`config.mk`:
```
export PLATFORM = sky130hd
export DESIGN_NAME = rgb_to_packed_yuv_2x_writer
export DESIGN_NICKNAME = d
export VERILOG_FILES = /design/src/design/rpy2x_pkg.sv /design/src/design/rpy2x_front.sv /design/src/design/rpy2x_queue.sv /design/src/design/rpy2x_back.sv /design/src/design/rgb_to_packed_yuv_2x_writer.sv
export SDC_FILE = /design/constraint.sdc
export NUM_CORES = 2
export LEC_CHECK = 0
export BUFFER_PORTS_ARGS = -buffer_cell sky130_fd_sc_hd__buf_2
export CAP_MARGIN = 20
export CORE_ASPECT_RATIO = 0.75
export CORE_MARGIN = 3
export CORE_UTILIZATION = 40
export CTS_BUF_LIST = sky130_fd_sc_hd__clkbuf_8
export CTS_CLUSTER_DIAMETER = 150
export DETAILED_ROUTE_END_ITERATION = 10
export PLACE_DENSITY = 0.67
export SYNTH_ARGS = -nofsm -noshare
export SYNTH_HDL_FRONTEND = slang
export SYNTH_SLANG_ARGS = --single-unit
```
`constraint.sdc`:
```
create_clock -name i_clk -period 12.15 [get_ports i_clk]
set_input_delay 3.0375 -clock i_clk [delete_from_list [all_inputs] [get_ports i_clk]]
set_output_delay 3.0375 -clock i_clk [all_outputs]
set_load 0.01 [all_outputs]
```
`src/design/rpy2x_pkg.sv`:
```
// shared types, constants and colour conversion for the rgb to packed yuv 2x writer
// no dependencies; used by rpy2x_front, rpy2x_queue, rpy2x_back and the top level

package rpy2x_pkg;

    // largest source frame the counters cover
    localparam int MAX_FRAME_WIDTH  = 1024;
    localparam int MAX_FRAME_HEIGHT = 1024;

    localparam int COL_W = $clog2(MAX_FRAME_WIDTH);
    localparam int ROW_W = $clog2(MAX_FRAME_HEIGHT);

    // fixed field widths
    localparam int PIX_W  = 32;
    localparam int OFS_W  = 23;
    localparam int WORD_W = 32;
    localparam int FW_W   = 11;
    localparam int IW_W   = 12;
    localparam int IDX_W  = 3;
    localparam int DATA_W = 12;

    // configuration register indexes
    localparam logic [IDX_W-1:0] REG_INPUT_IS_ARGB32 = 3'd0;
    localparam logic [IDX_W-1:0] REG_ORDER_UYVY      = 3'd1;
    localparam logic [IDX_W-1:0] REG_FRAME_WIDTH     = 3'd2;
    localparam logic [IDX_W-1:0] REG_FRAME_HEIGHT    = 3'd3;
    localparam logic [IDX_W-1:0] REG_IMAGE_WIDTH     = 3'd4;

    // register reset values
    localparam logic [FW_W-1:0] RST_FRAME_WIDTH  = 11'd320;
    localparam logic [FW_W-1:0] RST_FRAME_HEIGHT = 11'd240;
    localparam logic [IW_W-1:0] RST_IMAGE_WIDTH  = 12'd640;

    // bt.601 studio range coefficients, q16
    localparam int ACC_W = 26;
    localparam logic signed [ACC_W-1:0] C_Y_R = 26'sd16843;
    localparam logic signed [ACC_W-1:0] C_Y_G = 26'sd33030;
    localparam logic signed [ACC_W-1:0] C_Y_B = 26'sd6423;
    localparam logic signed [ACC_W-1:0] C_U_R = -26'sd9699;
    localparam logic signed [ACC_W-1:0] C_U_G = -26'sd19071;
    localparam logic signed [ACC_W-1:0] C_U_B = 26'sd28770;
    localparam logic signed [ACC_W-1:0] C_V_R = 26'sd28770;
    localparam logic signed [ACC_W-1:0] C_V_G = -26'sd24117;
    localparam logic signed [ACC_W-1:0] C_V_B = -26'sd4653;
    localparam logic signed [ACC_W-1:0] C_OFS_16  = 26'sd1048576;
    localparam logic signed [ACC_W-1:0] C_OFS_128 = 26'sd8388608;

    // configuration write, top level to front
    typedef struct packed {
        logic              we;
        logic [IDX_W-1:0]  idx;
        logic [DATA_W-1:0] data;
    } t_cfg_wr;

    // one queued pixel: both destination offsets and the packed word
    typedef struct packed {
        logic [OFS_W-1:0]  ofs_a;
        logic [OFS_W-1:0]  ofs_b;
        logic [WORD_W-1:0] word;
    } t_qent;

    // queue status seen by the write sequencer and the top level
    typedef struct packed {
        logic full;
        logic not_empty;
    } t_qstat;

    // one weighted sum, truncated and clamped to a byte
    function automatic logic [7:0] yuv_chan(
        input logic [7:0]               r,
        input logic [7:0]               g,
        input logic [7:0]               b,
        input logic signed [ACC_W-1:0]  kr,
        input logic signed [ACC_W-1:0]  kg,
        input logic signed [ACC_W-1:0]  kb,
        input logic signed [ACC_W-1:0]  bias
    );
        logic signed [ACC_W-1:0] s;
        logic [7:0]              q;
        s = kr * $signed({18'd0, r}) + kg * $signed({18'd0, g})
          + kb * $signed({18'd0, b}) + bias;
        if (s < 0) begin
            q = 8'd0;
        end else if (s[ACC_W-2:16] > 9'd255) begin
            q = 8'd255;
        end else begin
            q = s[23:16];
        end
        return q;
    endfunction

endpackage

```
`src/design/rpy2x_front.sv`:
```
// front end: configuration registers, colour conversion, packing and offset counters
// depends on rpy2x_pkg

module rpy2x_front (
    input  logic                          i_clk,
    input  logic                          i_rst_n,
    input  rpy2x_pkg::t_cfg_wr            i_cfg,
    input  logic                          i_push,
    input  logic [rpy2x_pkg::PIX_W-1:0]   i_pixel,
    output rpy2x_pkg::t_qent              o_ent,
    output logic [rpy2x_pkg::IW_W-1:0]    o_image_width
);
    import rpy2x_pkg::*;

    logic              r_is_argb;
    logic              r_uyvy;
    logic [FW_W-1:0]   r_frame_width;
    logic [FW_W-1:0]   r_frame_height;
    logic [IW_W-1:0]   r_image_width;

    logic [COL_W-1:0]  r_col;
    logic [ROW_W-1:0]  r_row;
    logic [OFS_W-1:0]  r_row_base;
    logic [COL_W-1:0]  n_col;
    logic [ROW_W-1:0]  n_row;
    logic [OFS_W-1:0]  n_row_base;

    logic [COL_W:0]    eff_w;
    logic [ROW_W:0]    eff_h;
    logic [15:0]       c565;
    logic [7:0]        r8, g8, b8;
    logic [7:0]        y8, u8, v8;
    logic [OFS_W-1:0]  ofs_a;

    // configuration writes
    always_ff @(posedge i_clk) begin
        if (!i_rst_n) begin
            r_is_argb      <= 1'b0;
            r_uyvy         <= 1'b0;
            r_frame_width  <= RST_FRAME_WIDTH;
            r_frame_height <= RST_FRAME_HEIGHT;
            r_image_width  <= RST_IMAGE_WIDTH;
        end else if (i_cfg.we) begin
            unique case (i_cfg.idx)
                REG_INPUT_IS_ARGB32: r_is_argb      <= i_cfg.data[0];
                REG_ORDER_UYVY:      r_uyvy         <= i_cfg.data[0];
                REG_FRAME_WIDTH:     r_frame_width  <= i_cfg.data[FW_W-1:0];
                REG_FRAME_HEIGHT:    r_frame_height <= i_cfg.data[FW_W-1:0];
                REG_IMAGE_WIDTH:     r_image_width  <= i_cfg.data[IW_W-1:0];
                default: ;
            endcase
        end
    end

    assign o_image_width = r_image_width;

    // frame size with zero taken as one and oversize saturated
    always_comb begin
        if (r_frame_width == '0) begin
            eff_w = (COL_W+1)'(1);
        end else if (32'(r_frame_width) > 32'(MAX_FRAME_WIDTH)) begin
            eff_w = (COL_W+1)'(MAX_FRAME_WIDTH);
        end else begin
            eff_w = (COL_W+1)'(r_frame_width);
        end
        if (r_frame_height == '0) begin
            eff_h = (ROW_W+1)'(1);
        end else if (32'(r_frame_height) > 32'(MAX_FRAME_HEIGHT)) begin
            eff_h = (ROW_W+1)'(MAX_FRAME_HEIGHT);
        end else begin
            eff_h = (ROW_W+1)'(r_frame_height);
        end
    end

    // argb8888 reduced to rgb565, channels widened by bit replication
    always_comb begin
        if (r_is_argb) begin
            c565 = {i_pixel[23:19], i_pixel[15:10], i_pixel[7:3]};
        end else begin
            c565 = i_pixel[15:0];
        end
        r8 = {c565[15:11], c565[15:13]};
        g8 = {c565[10:5], c565[10:9]};
        b8 = {c565[4:0], c565[4:2]};
    end

    // colour conversion
    assign y8 = yuv_chan(r8, g8, b8, C_Y_R, C_Y_G, C_Y_B, C_OFS_16);
    assign u8 = yuv_chan(r8, g8, b8, C_U_R, C_U_G, C_U_B, C_OFS_128);
    assign v8 = yuv_chan(r8, g8, b8, C_V_R, C_V_G, C_V_B, C_OFS_128);

    // packing and destination offsets of both rows
    assign ofs_a = r_row_base + OFS_W'({r_col, 2'b00});
    always_comb begin
        o_ent.ofs_a = ofs_a;
        o_ent.ofs_b = ofs_a + OFS_W'({r_image_width, 1'b0});
        if (r_uyvy) begin
            o_ent.word = {y8, v8, y8, u8};
        end else begin
            o_ent.word = {v8, y8, u8, y8};
        end
    end

    // column and row counters
    always_comb begin
        n_col      = r_col;
        n_row      = r_row;
        n_row_base = r_row_base;
        if ((COL_W+1)'(r_col) + (COL_W+1)'(1) >= eff_w) begin
            n_col = '0;
            if ((ROW_W+1)'(r_row) + (ROW_W+1)'(1) >= eff_h) begin
                n_row      = '0;
                n_row_base = '0;
            end else begin
                n_row      = r_row + ROW_W'(1);
                n_row_base = r_row_base + OFS_W'({r_image_width, 2'b00});
            end
        end else begin
            n_col = r_col + COL_W'(1);
        end
    end

    always_ff @(posedge i_clk) begin
        if (!i_rst_n) begin
            r_col      <= '0;
            r_row      <= '0;
            r_row_base <= '0;
        end else if (i_push) begin
            r_col      <= n_col;
            r_row      <= n_row;
            r_row_base <= n_row_base;
        end
    end

endmodule

```
`src/design/rpy2x_queue.sv`:
```
// two entry queue between the front end and the write sequencer
// depends on rpy2x_pkg

module rpy2x_queue (
    input  logic                i_clk,
    input  logic                i_rst_n,
    input  logic                i_push,
    input  rpy2x_pkg::t_qent    i_ent,
    input  logic                i_pop,
    output rpy2x_pkg::t_qent    o_ent,
    output rpy2x_pkg::t_qstat   o_stat
);
    import rpy2x_pkg::*;

    t_qent       r_mem [2];
    logic        r_wptr;
    logic        r_rptr;
    logic [1:0]  r_count;

    // storage
    always_ff @(posedge i_clk) begin
        if (i_push) begin
            r_mem[r_wptr] <= i_ent;
        end
    end

    // pointers and fill count
    always_ff @(posedge i_clk) begin
        if (!i_rst_n) begin
            r_wptr  <= 1'b0;
            r_rptr  <= 1'b0;
            r_count <= 2'd0;
        end else begin
            if (i_push) begin
                r_wptr <= ~r_wptr;
            end
            if (i_pop) begin
                r_rptr <= ~r_rptr;
            end
            case ({i_push, i_pop})
                2'b10:   r_count <= r_count + 2'd1;
                2'b01:   r_count <= r_count - 2'd1;
                default: r_count <= r_count;
            endcase
        end
    end

    assign o_ent            = r_mem[r_rptr];
    assign o_stat.full      = r_count[1];
    assign o_stat.not_empty = (r_count != 2'd0);

endmodule

```
`src/design/rpy2x_back.sv`:
```
// write sequencer: emits the upper-row then the lower-row beat of each queued pixel
// depends on rpy2x_pkg

module rpy2x_back (
    input  logic                          i_clk,
    input  logic                          i_rst_n,
    input  rpy2x_pkg::t_qent              i_ent,
    input  rpy2x_pkg::t_qstat             i_qstat,
    output logic                          o_pop,
    input  logic                          i_stall,
    output logic                          o_valid,
    output logic [rpy2x_pkg::OFS_W-1:0]   o_byte_offset,
    output logic [rpy2x_pkg::WORD_W-1:0]  o_packed_word,
    output logic                          o_last_of_pair
);
    import rpy2x_pkg::*;

    logic               r_valid;
    logic               r_last;
    logic [OFS_W-1:0]   r_ofs;
    logic [OFS_W-1:0]   r_ofs_b;
    logic [WORD_W-1:0]  r_word;
    logic               beat_done;

    assign beat_done = r_valid && !i_stall;
    assign o_pop     = i_qstat.not_empty && (!r_valid || (beat_done && r_last));

    // beat control
    always_ff @(posedge i_clk) begin
        if (!i_rst_n) begin
            r_valid <= 1'b0;
            r_last  <= 1'b0;
        end else if (beat_done && !r_last) begin
            r_last <= 1'b1;
        end else if (!r_valid || beat_done) begin
            r_valid <= i_qstat.not_empty;
            r_last  <= 1'b0;
        end
    end

    // output payload
    always_ff @(posedge i_clk) begin
        if (beat_done && !r_last) begin
            r_ofs <= r_ofs_b;
        end else if (o_pop) begin
            r_ofs   <= i_ent.ofs_a;
            r_ofs_b <= i_ent.ofs_b;
            r_word  <= i_ent.word;
        end
    end

    assign o_valid        = r_valid;
    assign o_byte_offset  = r_ofs;
    assign o_packed_word  = r_word;
    assign o_last_of_pair = r_last;

endmodule

```
`src/design/rgb_to_packed_yuv_2x_writer.sv`:
```
// Converts RGB565 or ARGB8888 source pixels to BT.601 YUV, packs each as one YUY2/UYVY
// word and writes it to two destination rows, one beat per destination row at the single
// output port. The front end converts and addresses a pixel in the cycle it is accepted;
// the pixel is then written into a two entry queue and popped from there into the output
// register of the write sequencer, from which its first beat is offered. Input stall rises
// only while the queue is full.
// depends on rpy2x_pkg, rpy2x_front, rpy2x_queue, rpy2x_back

module rgb_to_packed_yuv_2x_writer (
    input  logic                          i_clk,
    input  logic                          i_rst_n,
    input  logic                          i_cfg_we,
    input  logic [rpy2x_pkg::IDX_W-1:0]   i_cfg_idx,
    input  logic [rpy2x_pkg::DATA_W-1:0]  i_cfg_data,
    input  logic                          i_valid,
    output logic                          o_stall,
    input  logic [rpy2x_pkg::PIX_W-1:0]   i_pixel,
    output logic                          o_valid,
    input  logic                          i_stall,
    output logic [rpy2x_pkg::OFS_W-1:0]   o_byte_offset,
    output logic [rpy2x_pkg::WORD_W-1:0]  o_packed_word,
    output logic                          o_last_of_pair
);
    import rpy2x_pkg::*;

    t_cfg_wr           cfg;
    t_qent             front_ent;
    t_qent             head_ent;
    t_qstat            qstat;
    logic              push;
    logic              pop;
    logic [IW_W-1:0]   image_width;

    assign cfg.we   = i_cfg_we;
    assign cfg.idx  = i_cfg_idx;
    assign cfg.data = i_cfg_data;

    // input beat accepted while the queue has room
    assign o_stall = qstat.full;
    assign push    = i_valid && !qstat.full;

    rpy2x_front u_front (
        .i_clk         (i_clk),
        .i_rst_n       (i_rst_n),
        .i_cfg         (cfg),
        .i_push        (push),
        .i_pixel       (i_pixel),
        .o_ent         (front_ent),
        .o_image_width (image_width)
    );

    rpy2x_queue u_queue (
        .i_clk   (i_clk),
        .i_rst_n (i_rst_n),
        .i_push  (push),
        .i_ent   (front_ent),
        .i_pop   (pop),
        .o_ent   (head_ent),
        .o_stat  (qstat)
    );

    rpy2x_back u_back (
        .i_clk          (i_clk),
        .i_rst_n        (i_rst_n),
        .i_ent          (head_ent),
        .i_qstat        (qstat),
        .o_pop          (pop),
        .i_stall        (i_stall),
        .o_valid        (o_valid),
        .o_byte_offset  (o_byte_offset),
        .o_packed_word  (o_packed_word),
        .o_last_of_pair (o_last_of_pair)
    );

`ifndef ASSERT_OFF
    // an upper-row beat is always followed by the lower-row beat of the same pixel
    a_pair_follows: assert property (@(posedge i_clk) disable iff (!i_rst_n)
        (o_valid && !i_stall && !o_last_of_pair) |=> (o_valid && o_last_of_pair))
        else $error("lower-row beat missing after upper-row beat");

    // both beats of a pixel carry the same word
    a_pair_word: assert property (@(posedge i_clk) disable iff (!i_rst_n)
        (o_valid && !i_stall && !o_last_of_pair) |=> $stable(o_packed_word))
        else $error("packed word changed within a pixel pair");

    // lower-row offset lies one destination row, twice the image width in bytes, past the upper one
    a_pair_offset: assert property (@(posedge i_clk) disable iff (!i_rst_n)
        (o_valid && !i_stall && !o_last_of_pair && !i_cfg_we) |=>
        (o_byte_offset == $past(o_byte_offset) + OFS_W'({image_width, 1'b0})))
        else $error("lower-row offset mismatch");

    // no push into a full queue and no pop from an empty one
    a_queue_bounds: assert property (@(posedge i_clk) disable iff (!i_rst_n)
        !(push && qstat.full) && !(pop && !qstat.not_empty))
        else $error("queue overflow or underflow");
`endif

endmodule

```
==> run metrics <==
core area between 80000 and 90000 um^2; Post-synth EDFFs between 200 and 250; synth top area cells edfxtp_1 (21%), ha_1 (21%), fa_1 (16%), inv_1 (5.6%), dfxtp_1 (5.1%); Tmin final between 10 and 15 ns; Non-Filler Instances approximately 4.5k; CTS tree done; Hold Vio Cnt, Final 0; Ports 110; Max Slew Vio Count 0; initial DRC count around 1.7k; post-DP HPWL 68.0 mm; fill cell count 7821; final period utilization 90.1%; layout cells sized above 1 under 10%; CP max stage delay 0.56 ns; die area 85900 um^2; Clk Latency, worst-skew pair approximately 0.58 ns; total number of yosys warnings 0; TritonCTS buffer count 47; WL final roughly 83 mm; final core utilization 44.2%; crit start category input pin; DRT antenna net count 0; H-tree Lvls 2; status finished clean; largest net degree at the start of global routing 58; first-pass GRT wire length 132 mm; syn avg cell area 10.1 um^2; Total Neg Setup Slack 0 ns; async set-reset flop share out of synthesis 0%; Root Buffer clkbuf_8; Die W 337 um; max-cap viol count 0; die height around 250 um; Setup Skew 0.0182 ns; most used flip-flop cell after synthesis edfxtp_1; setup repair bufs after CTS 0; first drt pass iteration count 8; Yosys cell types 91; f_max 0.0914 GHz; RSZ-0062 raised after global routing no; I/O Buffers between 90 and 100; GRT overflow 0; num rows 90; area leader, netlist edfxtp_1; clk slew on worst S/H paths 0.06 ns; #FFs+latches synth 310; Clock Path Buffers 3; crit-path max FO 10; relative slew slack 37.2%; cell mode on critical path inv_1; number of global-route vias before repair 23.8k; slew at the pin closest to its max-slew limit 0.936 ns; Worst setup EP type flip-flop; Cell Area, Synth 33000 um^2; placed insts between 4k and 5k; commonest non-fill, non-tap cells in the layout ha_1 (540), inv_1 (509), fa_1 (257), edfxtp_1 (226), nand2_1 (200); Syn Nets 4113; post-CTS sizing 0; Post-CTS Hold Buffers 0; worst hold path class reg -> reg; Critical Path RT 12.51 ns; critical setup path kind in -> reg; Starting Density around two fifths; Via density 5.28; DR vias approximately 24k; DRC Markers 0; Clock Sink Count 310; DR WL/cell 18.4 um; initial antenna violation count 1; WP data arrival between 10 and 15 ns; Top delay family on crit path adder cells; Setup violations, final 0; Yosys top cell area share 20.6%; Crit-path slowest cell fa_1; sequential area share after synthesis 25.7%; Buf/Inv on CP 6; GRT Util Overall 19.5%; Synth Instances 3264; Area Growth Syn to Fin 8.63%; # nets final between 4k and 5k; global placer's final weighted congestion 0.935; most common cell after layout, fill and taps aside ha_1
==> layer usage <==
metal	share of wire (%)	global-route usage, %	routed length [um]
met1	48	28.9	39900
met2	43	30.2	35800
met3	6.7	3.08	5530
met4	2.0	3.97	1660
met5	0	0	0
==> metrics by stage <==
stage | hold slack (ns) | worst slack, ns | area, um^2
after global routing | 0.488 | 0.559 | 35800
after detailed placement | 0.464 | 0.634 | 34900
after global placement | 0.462 | 0.826 | 34900
after CTS | 0.473 | 1.23 | 35800
final | 0.474 | 1.21 | 35800
after floorplan | 0.449 | 0.963 | 33000
==> cell families (layout without fill, tap and decap cells) <==
| logic type | count (synthesis) | count (layout) | synth area share, % |
|---|---|---|---|
| and+or+nand+nor | 652 | 652 | 9.64 |
| muxes | 103 | 103 | 3.39 |
| xor gates and xnor gates | 257 | 257 | 6.83 |
| buffers and inverters | 541 | 715 | 6.24 |
| DFF | 310 | 310 | 25.7 |
| AOI/OAI and AO/OA | 603 | 603 | 12.1 |
| other | 1 | 2 | 0.0114 |
| adders and majority gates | 797 | 797 | 36.1 |
==> final timing paths <==
check / to / depth (start not counted) / slack, ns / from
worst max-delay path: u_queue.r_mem[1][12] / 29 / 1.21 / i_pixel[11]
worst min-delay path: u_front.r_frame_width[9] / 2 / 0.47 / u_front.r_frame_width[9]
worst max register to register: u_queue.r_mem[1][12] / 29 / 2.98 / u_front.r_is_argb
worst min register to register: u_front.r_frame_width[9] / 2 / 0.47 / u_front.r_frame_width[9]
==> synth_stat cells (14+ instances only) <==
library cell / count
ha_1: 540
o211ai_1: 21
or2_2: 15
xnor2_1: 174
xor2_1: 83
or3_1: 20
dfxtp_1: 84
inv_1: 488
fa_1: 257
nor2_1: 136
mux2_2: 62
a211oi_1: 20
o21a_1: 31
edfxtp_1: 226
nand2b_1: 14
a21o_1: 54
a31oi_1: 16
clkbuf_1: 37
nor2b_1: 23
o21ai_0: 111
o21bai_1: 26
nand3_1: 62
and3_1: 37
a21oi_1: 195
mux2i_1: 39
nor3_1: 59
nand2_1: 200
==> cell type report <==
type | instances | area, um^2 | area share (%)
Clock inverter | 35 | 213 | 0.594
Timing Repair Buffer | 140 | 808 | 2.26
Tap cell | 1058 | 1320 | 3.70
Multi-Input combinational cell | 2413 | 22500 | 62.7
Sequential cell | 310 | 8470 | 23.7
Clock buffer | 49 | 674 | 1.88
Antenna cell | 1 | 2.50 | 0.00699
Inverter | 491 | 1840 | 5.15
==> sequential cells by signal, indices dropped and copies added (netlist names), named ones only <==
register,cells
u_back.o_valid,1
u_queue.r_wptr,1
u_front.o_image_width,12
u_queue.r_rptr,1
u_front.r_frame_height,11
u_front.r_col,10
u_front.r_row,10
u_back.o_byte_offset,22
u_front.r_uyvy,1
u_back.o_last_of_pair,1
u_back.o_packed_word,32
u_back.r_ofs_b,22
u_queue.r_mem,150
u_front.r_row_base,21
u_queue.r_count,2
u_front.r_frame_width,11
u_front.r_is_argb,1
==> worst register-to-register path: cells and delay by family, from the launching register on <==
| family | cells | cell delay (ns) |
|---|---|---|
| xor+xnor | 1 | 0.38 |
| compound gates | 6 | 1.54 |
| buf+inv | 6 | 1.16 |
| simple gates | 8 | 2.07 |
| fa+ha+maj | 7 | 2.89 |
| flops | 1 | 0.30 |
| mux | 1 | 0.61 |
Power is left out: the tool's default activity adds up to more than one toggle a clock period on the data nets, which glitch-free logic cannot reach.
